<file path="src/rtl/utfq_pkg.sv">
// shared constants, types and codes of the uart transmit filter queue
`timescale 1ns / 1ps
`default_nettype none

package utfq_pkg;

  localparam int QUEUE_DEPTH = 256;
  localparam int MAX_BURST   = 16;

  localparam int PTR_W   = $clog2(QUEUE_DEPTH);
  localparam int BURST_W = $clog2(MAX_BURST + 1);

  localparam int BYTE_W   = 8;
  localparam int FIELD_W  = 5;
  localparam int STATUS_W = 3;
  localparam int COUNT_W  = 8;
  localparam int PHASE_W  = 2;
  localparam int CFG_IDX_W  = 1;
  localparam int CFG_DATA_W = 5;

  typedef logic [PTR_W-1:0]    ptr_t;
  typedef logic [BURST_W-1:0]  burst_t;
  typedef logic [BYTE_W-1:0]   byte_t;
  typedef logic [STATUS_W-1:0] status_t;
  typedef logic [PHASE_W-1:0]  phase_t;

  // result status codes
  localparam status_t ST_QUEUED   = 3'd0;
  localparam status_t ST_FILTERED = 3'd1;
  localparam status_t ST_REJECTED = 3'd2;
  localparam status_t ST_DISABLED = 3'd3;
  localparam status_t ST_SENT     = 3'd4;
  localparam status_t ST_NONE     = 3'd5;

  // input actions
  localparam logic ACT_WRITE = 1'b0;
  localparam logic ACT_FLUSH = 1'b1;

  // configuration register indexes
  localparam logic [CFG_IDX_W-1:0] CFG_ENABLED = 1'd0;
  localparam logic [CFG_IDX_W-1:0] CFG_BUDGET  = 1'd1;

  localparam logic [CFG_DATA_W-1:0] AUTO_BUDGET_RST = 5'd16;

  // escape filter phases
  localparam phase_t PH_NONE = 2'd0;
  localparam phase_t PH_ESC  = 2'd1;
  localparam phase_t PH_CSI  = 2'd2;

  // filter byte constants
  localparam byte_t ESC_BYTE     = 8'h1B;
  localparam byte_t CSI_OPEN     = 8'h5B;
  localparam byte_t CSI_END_LOW  = 8'h40;
  localparam byte_t CSI_END_HIGH = 8'h7E;
  localparam byte_t PRINT_LOW    = 8'h20;
  localparam byte_t LINE_FEED    = 8'h0A;

  // filter control from the sequencer
  typedef struct packed {
    logic  upd;
    byte_t data;
  } filt_req_t;

endpackage

`default_nettype wire

</file>
<file path="src/rtl/utfq_ram.sv">
// generic single-port-write, single-port-read ram with registered read data
`timescale 1ns / 1ps
`default_nettype none

module utfq_ram #(
  parameter int DEPTH = 256,
  parameter int WIDTH = 8
) (
  input  wire logic                     clk,
  input  wire logic                     we,
  input  wire logic [$clog2(DEPTH)-1:0] waddr,
  input  wire logic [WIDTH-1:0]         wdata,
  input  wire logic                     re,
  input  wire logic [$clog2(DEPTH)-1:0] raddr,
  output logic      [WIDTH-1:0]         rdata
);

  logic [WIDTH-1:0] mem [DEPTH];
  logic [WIDTH-1:0] rdata_r;

  always_ff @(posedge clk) begin
    if (we) begin
      mem[waddr] <= wdata;
    end
  end

  // read data holds while no read is issued
  always_ff @(posedge clk) begin
    if (re) begin
      rdata_r <= mem[raddr];
    end
  end

  assign rdata = rdata_r;

endmodule

`default_nettype wire

</file>
<file path="src/rtl/utfq_filter.sv">
// escape filter: phase register and byte classification
`timescale 1ns / 1ps
`default_nettype none

module utfq_filter (
  input  wire logic                 clk,
  input  wire logic                 rst_n,
  input  wire utfq_pkg::filt_req_t  req,
  output logic                      pass
);

  utfq_pkg::phase_t phase_r;
  utfq_pkg::phase_t phase_nxt;
  utfq_pkg::byte_t  b;

  assign b = req.data;

  always_comb begin
    pass      = 1'b0;
    phase_nxt = utfq_pkg::PH_NONE;
    unique case (phase_r)
      utfq_pkg::PH_ESC: begin
        phase_nxt = (b == utfq_pkg::CSI_OPEN) ? utfq_pkg::PH_CSI : utfq_pkg::PH_NONE;
      end
      utfq_pkg::PH_CSI: begin
        if (b >= utfq_pkg::CSI_END_LOW && b <= utfq_pkg::CSI_END_HIGH) begin
          phase_nxt = utfq_pkg::PH_NONE;
        end else begin
          phase_nxt = utfq_pkg::PH_CSI;
        end
      end
      default: begin
        // no escape, and the unused phase code behaves the same
        if (b == utfq_pkg::ESC_BYTE) begin
          phase_nxt = utfq_pkg::PH_ESC;
        end else begin
          pass = (b == utfq_pkg::LINE_FEED) ||
                 (b >= utfq_pkg::PRINT_LOW && b <= utfq_pkg::CSI_END_HIGH);
        end
      end
    endcase
  end

  always_ff @(posedge clk) begin
    if (!rst_n) begin
      phase_r <= utfq_pkg::PH_NONE;
    end else if (req.upd) begin
      phase_r <= phase_nxt;
    end
  end

endmodule

`default_nettype wire

</file>
<file path="src/rtl/uart_tx_filter_queue.sv">
// top level: uart transmit queue with escape filter and drain sequencer
`timescale 1ns / 1ps
`default_nettype none

// Transmit queue of a uart driver. Each input item is a text byte write or a
// flush. Items are taken one at a time: a write is accepted, then filtered,
// stored and answered with its result; a drain after a final or rejected byte,
// or a flush, issues the first queue store read, then hands on one byte per
// cycle unless the output stalls, bounded by the smaller of the budget and
// the transmitter room (each saturated at the burst limit) and by the bytes
// queued. A flush that sends nothing gives a single "nothing sent" result.
// The queue lives in one ram with a registered read port; it holds at most
// depth minus one bytes and needs no clearing pass after reset, as only
// written entries are ever read. A new item may be accepted while the last
// result of the previous one still waits in the output register. When the
// channel is disabled every item is answered with "disabled" and no state
// changes. Configuration writes are always taken and are meant for idle time.
module uart_tx_filter_queue (
  input  wire logic                               clk,
  input  wire logic                               rst_n,
  // input items
  input  wire logic                               in_valid,
  output logic                                    in_stall,
  input  wire logic                               in_action,
  input  wire logic [utfq_pkg::BYTE_W-1:0]        in_data_byte,
  input  wire logic                               in_final_byte,
  input  wire logic [utfq_pkg::FIELD_W-1:0]       in_budget,
  input  wire logic [utfq_pkg::FIELD_W-1:0]       in_tx_room,
  // result items
  output logic                                    out_valid,
  input  wire logic                               out_stall,
  output logic      [utfq_pkg::STATUS_W-1:0]      out_status,
  output logic      [utfq_pkg::BYTE_W-1:0]        out_sent_byte,
  output logic      [utfq_pkg::COUNT_W-1:0]       out_queued_count,
  output logic                                    out_last,
  // configuration writes
  input  wire logic                               cfg_valid,
  output logic                                    cfg_ready,
  input  wire logic [utfq_pkg::CFG_IDX_W-1:0]     cfg_index,
  input  wire logic [utfq_pkg::CFG_DATA_W-1:0]    cfg_data
);

  // sequencer states
  localparam logic [1:0] S_IDLE = 2'd0;  // ready for an item
  localparam logic [1:0] S_EXEC = 2'd1;  // first result, queue store write
  localparam logic [1:0] S_RD   = 2'd2;  // first drain read in flight
  localparam logic [1:0] S_OUT  = 2'd3;  // drained byte ready to hand on

  // pointer helpers, ring of QUEUE_DEPTH entries
  function automatic utfq_pkg::ptr_t adv(input utfq_pkg::ptr_t p);
    return (p == utfq_pkg::PTR_W'(utfq_pkg::QUEUE_DEPTH - 1)) ? '0 : p + utfq_pkg::PTR_W'(1);
  endfunction

  function automatic utfq_pkg::ptr_t fill(input utfq_pkg::ptr_t w, input utfq_pkg::ptr_t r);
    return (w >= r) ? w - r : utfq_pkg::PTR_W'(utfq_pkg::QUEUE_DEPTH) - r + w;
  endfunction

  function automatic logic [utfq_pkg::COUNT_W-1:0] sat_count(input utfq_pkg::ptr_t c);
    return (32'(c) > 255) ? 8'hFF : utfq_pkg::COUNT_W'(c);
  endfunction

  function automatic utfq_pkg::burst_t sat_burst(input logic [utfq_pkg::FIELD_W-1:0] v);
    return (32'(v) > utfq_pkg::MAX_BURST) ? utfq_pkg::BURST_W'(utfq_pkg::MAX_BURST)
                                          : utfq_pkg::BURST_W'(v);
  endfunction

  function automatic utfq_pkg::burst_t min_burst(input utfq_pkg::burst_t a,
                                                 input utfq_pkg::burst_t b);
    return (a < b) ? a : b;
  endfunction

  // configuration registers
  logic                              enabled_r;
  logic [utfq_pkg::CFG_DATA_W-1:0]   auto_budget_r;

  assign cfg_ready = 1'b1;

  always_ff @(posedge clk) begin
    if (!rst_n) begin
      enabled_r     <= 1'b0;
      auto_budget_r <= utfq_pkg::AUTO_BUDGET_RST;
    end else if (cfg_valid && cfg_ready) begin
      unique case (cfg_index)
        utfq_pkg::CFG_ENABLED: enabled_r     <= cfg_data[0];
        utfq_pkg::CFG_BUDGET:  auto_budget_r <= cfg_data;
        default: ;
      endcase
    end
  end

  // sequencer and pointer state
  logic [1:0]       state_r, state_nxt;
  utfq_pkg::ptr_t   wp_r, wp_nxt;
  utfq_pkg::ptr_t   rp_r, rp_nxt;
  utfq_pkg::burst_t left_r, left_nxt;

  // latched item
  logic             act_r;
  utfq_pkg::byte_t  data_r;
  logic             final_r;
  utfq_pkg::burst_t budget_r;
  utfq_pkg::burst_t room_r;

  // output register
  logic                            out_valid_r, out_valid_nxt;
  utfq_pkg::status_t               out_status_r;
  utfq_pkg::byte_t                 out_sent_byte_r;
  logic [utfq_pkg::COUNT_W-1:0]    out_count_r;
  logic                            out_last_r;

  // result being produced this cycle
  logic                            emit;
  utfq_pkg::status_t               emit_status;
  utfq_pkg::byte_t                 emit_byte;
  logic [utfq_pkg::COUNT_W-1:0]    emit_count;
  logic                            emit_last;

  // queue store ports
  logic             ram_we;
  logic             ram_re;
  utfq_pkg::ptr_t   ram_raddr;
  utfq_pkg::byte_t  ram_rdata;

  // filter
  utfq_pkg::filt_req_t filt_req;
  logic                filt_pass;

  logic             out_free;
  logic             in_acc;
  logic             full;
  utfq_pkg::ptr_t   wp_after;
  utfq_pkg::ptr_t   rp_step;
  utfq_pkg::burst_t n_auto;
  utfq_pkg::burst_t n_flush;
  logic             out_step_last;

  assign out_free = !out_valid_r || !out_stall;
  assign in_stall = (state_r != S_IDLE);
  assign in_acc   = in_valid && !in_stall;

  assign full     = (adv(wp_r) == rp_r);
  assign wp_after = (filt_pass && !full) ? adv(wp_r) : wp_r;
  assign n_auto   = min_burst(sat_burst(auto_budget_r), room_r);
  assign n_flush  = min_burst(budget_r, room_r);

  // drain step: byte at rp leaves the queue
  assign rp_step       = adv(rp_r);
  assign out_step_last = (left_r == utfq_pkg::BURST_W'(1)) || (rp_step == wp_r);

  assign filt_req.data = data_r;
  assign filt_req.upd  = (state_r == S_EXEC) && out_free && enabled_r &&
                         (act_r == utfq_pkg::ACT_WRITE);

  always_comb begin
    state_nxt   = state_r;
    wp_nxt      = wp_r;
    rp_nxt      = rp_r;
    left_nxt    = left_r;
    emit        = 1'b0;
    emit_status = utfq_pkg::ST_NONE;
    emit_byte   = '0;
    emit_count  = sat_count(fill(wp_r, rp_r));
    emit_last   = 1'b1;
    ram_we      = 1'b0;
    ram_re      = 1'b0;
    ram_raddr   = rp_r;

    unique case (state_r)
      S_IDLE: begin
        if (in_acc) begin
          state_nxt = S_EXEC;
        end
      end
      S_EXEC: begin
        if (out_free) begin
          if (!enabled_r) begin
            emit        = 1'b1;
            emit_status = utfq_pkg::ST_DISABLED;
            state_nxt   = S_IDLE;
          end else if (act_r == utfq_pkg::ACT_FLUSH) begin
            // a flush shows only its sent bytes, or one nothing-sent result
            left_nxt = n_flush;
            if (n_flush == '0 || wp_r == rp_r) begin
              emit        = 1'b1;
              emit_status = utfq_pkg::ST_NONE;
              state_nxt   = S_IDLE;
            end else begin
              state_nxt = S_RD;
            end
          end else begin
            emit       = 1'b1;
            ram_we     = filt_pass && !full;
            wp_nxt     = wp_after;
            left_nxt   = n_auto;
            emit_count = sat_count(fill(wp_after, rp_r));
            if (!filt_pass) begin
              emit_status = utfq_pkg::ST_FILTERED;
            end else if (full) begin
              emit_status = utfq_pkg::ST_REJECTED;
            end else begin
              emit_status = utfq_pkg::ST_QUEUED;
            end
            // final byte or a rejection starts the automatic drain
            if ((final_r || (filt_pass && full)) && n_auto != '0 && wp_after != rp_r) begin
              emit_last = 1'b0;
              state_nxt = S_RD;
            end else begin
              state_nxt = S_IDLE;
            end
          end
        end
      end
      S_RD: begin
        ram_re    = 1'b1;
        state_nxt = S_OUT;
      end
      S_OUT: begin
        if (out_free) begin
          emit        = 1'b1;
          emit_status = utfq_pkg::ST_SENT;
          emit_byte   = ram_rdata;
          emit_count  = sat_count(fill(wp_r, rp_step));
          emit_last   = out_step_last;
          rp_nxt      = rp_step;
          left_nxt    = left_r - utfq_pkg::BURST_W'(1);
          if (out_step_last) begin
            state_nxt = S_IDLE;
          end else begin
            // fetch the next byte while this one is handed on
            ram_re    = 1'b1;
            ram_raddr = rp_step;
          end
        end
      end
      default: state_nxt = S_IDLE;
    endcase
  end

  assign out_valid_nxt = emit ? 1'b1 : (out_valid_r && out_stall);

  always_ff @(posedge clk) begin
    if (!rst_n) begin
      state_r     <= S_IDLE;
      wp_r        <= '0;
      rp_r        <= '0;
      left_r      <= '0;
      out_valid_r <= 1'b0;
    end else begin
      state_r     <= state_nxt;
      wp_r        <= wp_nxt;
      rp_r        <= rp_nxt;
      left_r      <= left_nxt;
      out_valid_r <= out_valid_nxt;
    end
  end

  // item and result payload, no reset needed
  always_ff @(posedge clk) begin
    if (in_acc) begin
      act_r    <= in_action;
      data_r   <= in_data_byte;
      final_r  <= in_final_byte;
      budget_r <= sat_burst(in_budget);
      room_r   <= sat_burst(in_tx_room);
    end
    if (emit) begin
      out_status_r    <= emit_status;
      out_sent_byte_r <= emit_byte;
      out_count_r     <= emit_count;
      out_last_r      <= emit_last;
    end
  end

  assign out_valid        = out_valid_r;
  assign out_status       = out_status_r;
  assign out_sent_byte    = out_sent_byte_r;
  assign out_queued_count = out_count_r;
  assign out_last         = out_last_r;

  // a write lands in the ram before any read of that entry is issued, so the ram's
  // registered read sees it without forwarding
  utfq_ram #(
    .DEPTH (utfq_pkg::QUEUE_DEPTH),
    .WIDTH (utfq_pkg::BYTE_W)
  ) u_ram (
    .clk   (clk),
    .we    (ram_we),
    .waddr (wp_r),
    .wdata (data_r),
    .re    (ram_re),
    .raddr (ram_raddr),
    .rdata (ram_rdata)
  );

  utfq_filter u_filter (
    .clk   (clk),
    .rst_n (rst_n),
    .req   (filt_req),
    .pass  (filt_pass)
  );

  // drain never reads an empty slot
  a_read_not_empty: assert property (@(posedge clk) disable iff (!rst_n)
    ram_re |-> (ram_raddr != wp_r))
    else $error("queue store read beyond write pointer");

  // drain states always have budget left
  a_left_nonzero: assert property (@(posedge clk) disable iff (!rst_n)
    (state_r == S_RD || state_r == S_OUT) |-> (left_r != '0))
    else $error("drain running with no budget");

  // the last result of an item returns the sequencer to idle
  a_last_to_idle: assert property (@(posedge clk) disable iff (!rst_n)
    (emit && emit_last) |=> (state_r == S_IDLE))
    else $error("sequencer busy after last result");

  // read pointer moves only when a byte is handed on
  a_rp_moves_on_send: assert property (@(posedge clk) disable iff (!rst_n)
    (state_r != S_OUT) |=> (rp_r == $past(rp_r)))
    else $error("read pointer moved outside a send");

  // nothing is queued while disabled
  a_no_write_disabled: assert property (@(posedge clk) disable iff (!rst_n)
    ram_we |-> (enabled_r && state_r == S_EXEC && act_r == utfq_pkg::ACT_WRITE))
    else $error("queue store written outside a write item");

endmodule

`default_nettype wire

</file>
<file path="config.mk">
export PLATFORM = sky130hd
export DESIGN_NAME = uart_tx_filter_queue
export DESIGN_NICKNAME = d
export VERILOG_FILES = /design/src/rtl/utfq_pkg.sv /design/src/rtl/utfq_ram.sv /design/src/rtl/utfq_filter.sv /design/src/rtl/uart_tx_filter_queue.sv
export SDC_FILE = /design/constraint.sdc
export NUM_CORES = 2
export LEC_CHECK = 0
export BUFFER_PORTS_ARGS = -buffer_cell sky130_fd_sc_hd__buf_4
export CORE_ASPECT_RATIO = 0.5
export CORE_MARGIN = 4
export CORE_UTILIZATION = 45
export DETAILED_ROUTE_END_ITERATION = 12
export PLACE_DENSITY = 0.57
export SYNTH_ARGS = -nofsm -noshare
export SYNTH_HDL_FRONTEND = slang
export SYNTH_HIERARCHICAL = 1
export SYNTH_SLANG_ARGS = --single-unit
</file>
<file path="constraint.sdc">
create_clock -name clk -period 13.75 [get_ports clk]
set_clock_uncertainty 0.1 [all_clocks]
set_input_delay 0.6875 -clock clk [delete_from_list [all_inputs] [get_ports clk]]
set_output_delay 0.6875 -clock clk [all_outputs]
set_load 0.03 [all_outputs]
</file>
# After elaboration in Yosys (flattened, before gate mapping)
# Memories as Yosys holds them, arrays and structs flattened. A register that Yosys moved wholly into a read port is not among the register bits.
# Index checks and enable logic that the tools add are counted.
# word_totals
regBits	72
latchBits	0
ram_bits	2048
romBits	0
in_bits	31
out_inout_bits	23
n_memories	1
# classes
addsub	11
mul	0
div	0
order_cmp	11
eq_ne	20
shifts	0
muxes	66
n_bitwise	2
reduce_logical	32
# memory_table
name	words	word_bits	read_ports	rd_ports_with_merged_regs	write_ports	line_no	source
u_ram.mem	256	8	1	1	1	utfq_ram.sv:18	logic [WIDTH-1:0] mem [DEPTH];
# op_table
operator	count
$mux W8	13
$mux W5	7
$add A8 B8 Y8	3
$eq A8 B8 Y1	3
$ge A8 B8 Y1	3
$mux W2	12
$sub A8 B8 Y8	3
$mux W1	23
$add A8 B1 Y8 const B	2
$eq A8 B8 Y1 const B	2
$pmux W8 S2	1
$sub A1 B8 Y8 const A	2
$gt A5 B5 Y1 const B	3
$reduce_and A4 Y1	3
$logic_and A1 B1 Y1	11
$lt A5 B5 Y1	2
$ne A2 B2 Y1 const B	5
$pmux W5 S2	1
$mux W3	3
$eq A8 B4 Y1 const B	1
$eq A8 B5 Y1 const B	1
$eq A8 B7 Y1 const B	1
$ge A8 B6 Y1 const B	1
$ge A8 B7 Y1 const B	1
other kinds (19)	35

# Longest topological paths before layout
# depth
depth_word	14
mapped_depth	23
mapped_depth_nobuf	19

# By module
# Netlist, hierarchy kept.
# by_module_without_submodules
mod	instances	cells_per_inst	area_per_inst_um2
utfq_ram	1	3733	79636.4
uart_tx_filter_queue	1	665	5819.3
utfq_filter	1	26	190.2

# Worst setup path before layout
# Ideal clock, no wire load.
# synth_timing
path_kind	reg2reg
from	register data_r[1]
to	register out_count_r, in the netlist out_queued_count[2] (data pin)
setup_time_ns	0.268
arrival_time_ns	7.265
setup_slack_ns	6.117
stages_incl_launch_ff	19
n_path_buf	1
synth_period_minus_slack_ns	7.633
cell_sequence	edfxtp_1 nand2_1 or3_1 o32ai_1 and2_1 inv_1 a21oi_2 mux2i_1 ha_1 inv_1 fa_1 a211oi_1 o21ai_0 a211o_1 a21oi_1 clkbuf_1 o21ai_0 a22oi_1 o21ai_0
# synth_via
elab_chain_cells	13
elab_cells_between_ends	18
cone_classes	add/sub (2); order compare (3); eq/ne (2); mux (8); reduce/logical (3)
# synth_lines
element	line_no	source
from (decl)	uart_tx_filter_queue.sv:99	utfq_pkg::byte_t data_r;
from (signal assigned)	uart_tx_filter_queue.sv:261	data_r <= in_data_byte;
$ge A8 B6 Y1 / $le A8 B7 Y1 (equally long branches)	utfq_filter.sv:38	(b >= utfq_pkg::PRINT_LOW && b <= utfq_pkg::CSI_END_HIGH);
$logic_and A1 B1 Y1	utfq_filter.sv:38	
$logic_or A1 B1 Y1	utfq_filter.sv:37	pass = (b == utfq_pkg::LINE_FEED) ||
$mux W1 *	utfq_filter.sv:34	if (b == utfq_pkg::ESC_BYTE) begin
$mux W1 *	utfq_filter.sv:21	unique case (phase_r)
via filt_pass	uart_tx_filter_queue.sv:126	logic filt_pass;
$logic_and A1 B1 Y1 *	uart_tx_filter_queue.sv:142	assign wp_after = (filt_pass && !full) ? adv(wp_r) : wp_r;
$mux W8 *	uart_tx_filter_queue.sv:142	
$add A8 B8 Y8 (tied with other cells)	uart_tx_filter_queue.sv:55	return (w >= r) ? w - r : utfq_pkg::PTR_W'(utfq_pkg::QUEUE_DEPTH) - r + w;
$mux W8 *	uart_tx_filter_queue.sv:55	
$mux W8 *	uart_tx_filter_queue.sv:180	end else if (act_r == utfq_pkg::ACT_FLUSH) begin
$mux W8 *	uart_tx_filter_queue.sv:176	if (!enabled_r) begin
$mux W8 *	uart_tx_filter_queue.sv:175	if (out_free) begin
$pmux W8 S2 *	uart_tx_filter_queue.sv:168	unique case (state_r)
via emit_count (one bit)	uart_tx_filter_queue.sv:115	logic [utfq_pkg::COUNT_W-1:0] emit_count;
to (signal assigned)	uart_tx_filter_queue.sv:269	out_count_r <= emit_count;
to (decl)	uart_tx_filter_queue.sv:108	logic [utfq_pkg::COUNT_W-1:0] out_count_r;
# Mark *: on every way through the listed nets, which the timed path passes. The rest lies on a longest branch.
# A chain may end at the register's enable or synchronous reset.

# Worst setup path in the final report
# layout_timing
from	register rp_r[4]
to	register u_ram.rdata_r[1], in the netlist u_ram/rdata[1], read port of u_ram.mem (data pin)
# layout_via
elab_chain_cells	7
elab_cells_between_ends	11
cone_classes	add/sub (1); eq/ne (2); mux (7); reduce/logical (1)
# layout_lines
element	line_no	source
from (decl)	uart_tx_filter_queue.sv:94	utfq_pkg::ptr_t rp_r, rp_nxt;
from (signal assigned)	uart_tx_filter_queue.sv:251	rp_r <= rp_nxt;
$add A8 B1 Y8 / $eq A8 B8 Y1 (equally long branches)	uart_tx_filter_queue.sv:51	return (p == utfq_pkg::PTR_W'(utfq_pkg::QUEUE_DEPTH - 1)) ? '0 : p + utfq_pkg::PTR_W'(1);
$mux W8 *	uart_tx_filter_queue.sv:51	
$eq A8 B8 Y1	uart_tx_filter_queue.sv:148	assign out_step_last = (left_r == utfq_pkg::BURST_W'(1)) || (rp_step == wp_r);
$logic_or A1 B1 Y1	uart_tx_filter_queue.sv:148	
$mux W8 *	uart_tx_filter_queue.sv:226	if (out_step_last) begin
$mux W8 *	uart_tx_filter_queue.sv:218	if (out_free) begin
$mux W8 *	uart_tx_filter_queue.sv:168	
via ram_raddr[0]	uart_tx_filter_queue.sv:121	utfq_pkg::ptr_t ram_raddr;
to (decl)	utfq_ram.sv:19	logic [WIDTH-1:0] rdata_r;
# Marked as above.

==> results.toml <==
[status]
status = "finished with violations"
violations = "capacitance limit, slew limit"

[yosys]
synth_enable_flop_cells = 2096
syn_area_um2 = 85600
syn-num-nets = 4512
synth-adder-area-share = 0.00877
syn_area_per_cell_um2 = 19.4
ys_seq_area_frac = 0.742
synth_xor_area_frac = 0.00599
synth-compound-area-share = 0.0453
synth_top_family_by_area = "multiplexers"
synth_simple_gate_area_share = 0.0390
synthFlopType = "edfxtp_1"
ys_ff_latch = 2128
syn_inst = 4424
synthDistinctLibCells = 91
synthMuxAreaShare = 0.138
ys.warnings.count = 6
synth-async-reset-ratio = 0

[finish]
n_fill_cell = 15000
multi_input_area_um2 = 20500
mostFrequentLayoutCells = "edfxtp_1, mux4_2, nor2_1, clkbuf_16, mux2i_1"
drive_gt1_frac = 0.200
syn2layout_area_growth_pct = 10.7
utilization = 0.505
design_area_um2 = 94800
nets = 4605
seqCellArea_um2 = 63600
mostFrequentLayoutCell = "edfxtp_1"

[critical_path]
crit_slowest_cell = "buf_4"
cp.arrival_ns = 8.73
start_kind = "register"
end_kind = "register"
crit_path_max_fanout = 107
max_stage_delay_ns = 0.79
worstPathRequired_ns = 14.18
criticalPathCategory = "reg -> reg"
crit_chain = "clkinv_1, nor3_1, nand3_1, o21ai_0, ha_1, nand4_1, o31a_1, and2_1, nand2_1, o21ai_4, buf_12, buf_4, buf_4, mux4_2, mux4_2, nor2b_1, nor4_1, nor4_1"

[floorplanning]
core_area_um2 = 188000
die_w_um = 625
die_area_um2 = 198000
die_y_um = 316
start_util = 0.456
boundaryPins = 54
num_rows = 112

[clocking]
ctsResizeCount = 0
clk_pin_slew_ns = 0.07
clk_latency_ns = 0.80
h-tree-depth = 4
clockBufferDepth = 4
tritoncts = "built"
cts.sink_count = 2128
numCtsBuffers = 197
hold_buffers = 12
clockRootBuffer = "clkbuf_16"
cts_setup_buffers = 0

[sta]
tightest_slew_ns = 1.69
period_share = 0.604
slew_viol_final = 5
setup_viol = 0
worst_slack_ns = 5.45
tns_ns = 0
finalCriticalPeriod_ns = 8.30
relSlewSlack = -0.137
hold_viol_final = 0
fmax_ghz = 0.120
rsz0062_at_grt = "false"

[drt]
routed_wl_um = 227000
wl_met2_um = 103000
drtIter0Drc = 5456
top_layer = "met4"
met1Wirelength_um = 99100
num_vias = 44600
detail-route-antenna-nets = 0
drc = 0
dr.pass1.iters = 5
routedWlPerCell_um = 31.6
wl_met3_um = 20600
vias_per_cell = 6.20

[power_and_ir_drop]
p_per_area_nw_per_um2 = 134
ir_drop_v = 0.000105
p_leak_uw = 0.0282

[placed_design]
dp_slack_ns = 5.45
portBuffers = 52
place_hpwl_um = 138000
routabilityCongestion = 0.879
placed_area_um2 = 88600

[grt]
grt_usage = 0.229
grt_pass1_wl_um = 325000
first_global_vias = 44000
grt.overflow.total = 0
grt_max_degree = 187
antenna_found_initial = 11

[flow_run]
max_cap_viol_count = 2

[worst_hold_path]
holdCritPathClass = "in -> reg"
==> worst max-delay path, delay by kind of cell, from the launching register on <==
family          cells  cell delay, ns
buf+inv             4            2.53
simple gates        8            1.99
mux                 2            1.16
compound gates      3            1.04
flops               1            0.52
fa+ha+maj           1            0.39
==> synthesized netlist by cell type (26+ instances only) <==
cell	instances	area, µm²
ha_1	52	651
nor2_1	337	1260
mux4_2	454	10200
dfxtp_1	32	641
o221ai_1	47	412
buf_4	32	240
nor3_1	43	215
o21ai_0	57	285
nand3_1	62	310
nand2_1	90	338
buf_2	39	195
mux2i_1	149	1490
inv_1	32	120
xnor2_1	48	420
clkbuf_1	125	469
o22ai_1	34	213
a21oi_1	140	701
nor4_1	26	163
edfxtp_1	2096	62900
a22oi_1	137	1030
nor2b_1	50	313
==> layout make-up <==
type                       instances  area share
antenna                            8    0.000211
sequential                      2128       0.670
inverter                          35     0.00139
clock inverter                   115     0.00986
clock buffer                     238      0.0547
multi-input combinational       1999       0.216
tap                             2508      0.0331
timing repair buffer             156      0.0140
==> through the flow <==
step | instances | power (µW) | hold WS [ns]
2_1_floorplan | 4424 | 7420 | 0.339
3_3_place_gp | 6814 | 7500 | 0.361
3_5_place_dp | 6814 | 7510 | 0.368
4_1_cts | 7179 | 12800 | 0.00903
5_1_grt | 7179 | 13100 | 0.0492
6_report | 7187 | 12700 | 0.0692
==> registers in the layout, summed over array words and instances (netlist names), 8 cells and up, named ones only <==
register / cells
wp_r: 8
rp_r: 8
out_queued_count: 8
data_r: 8
out_sent_byte: 8
u_ram/mem: 2048
u_ram/rdata: 8
==> logic make-up after synthesis <==
group,Yosys count
flip-flops,2128
XOR/XNOR,57
other,1
AO/OA/AOI/OAI,561
adder cells (fa/ha/maj),57
multiplexers,612
buffers and inverters,297
AND/OR/NAND/NOR,711
==> metal layers <==
layer / vias up / GRT usage
met5: - / 0
met4: 0 / 0.0525
met3: 310 / 0.0511
met2: 1994 / 0.344
met1: 23800 / 0.344
li1: 18400 / -
==> report_power, final <==
part	internal [µW]	leakage, µW	switching, µW
clock	2960	0.00303	2340
sequential	7150	0.0191	9.48
combinational	36.7	0.00607	169
total	10100	0.0282	2520
==> worst paths after layout <==
check	to	from	cells past startpoint	slack, ns
max reg2reg	u_ram/rdata[1]	rp_r[4]	18	5.45
max	u_ram/rdata[1]	rp_r[4]	18	5.45
min	auto_budget_r[1]	cfg_data[1]	3	0.07
min reg2reg	auto_budget_r[0]	auto_budget_r[0]	2	0.38
Power figures use the tool's default switching activity.
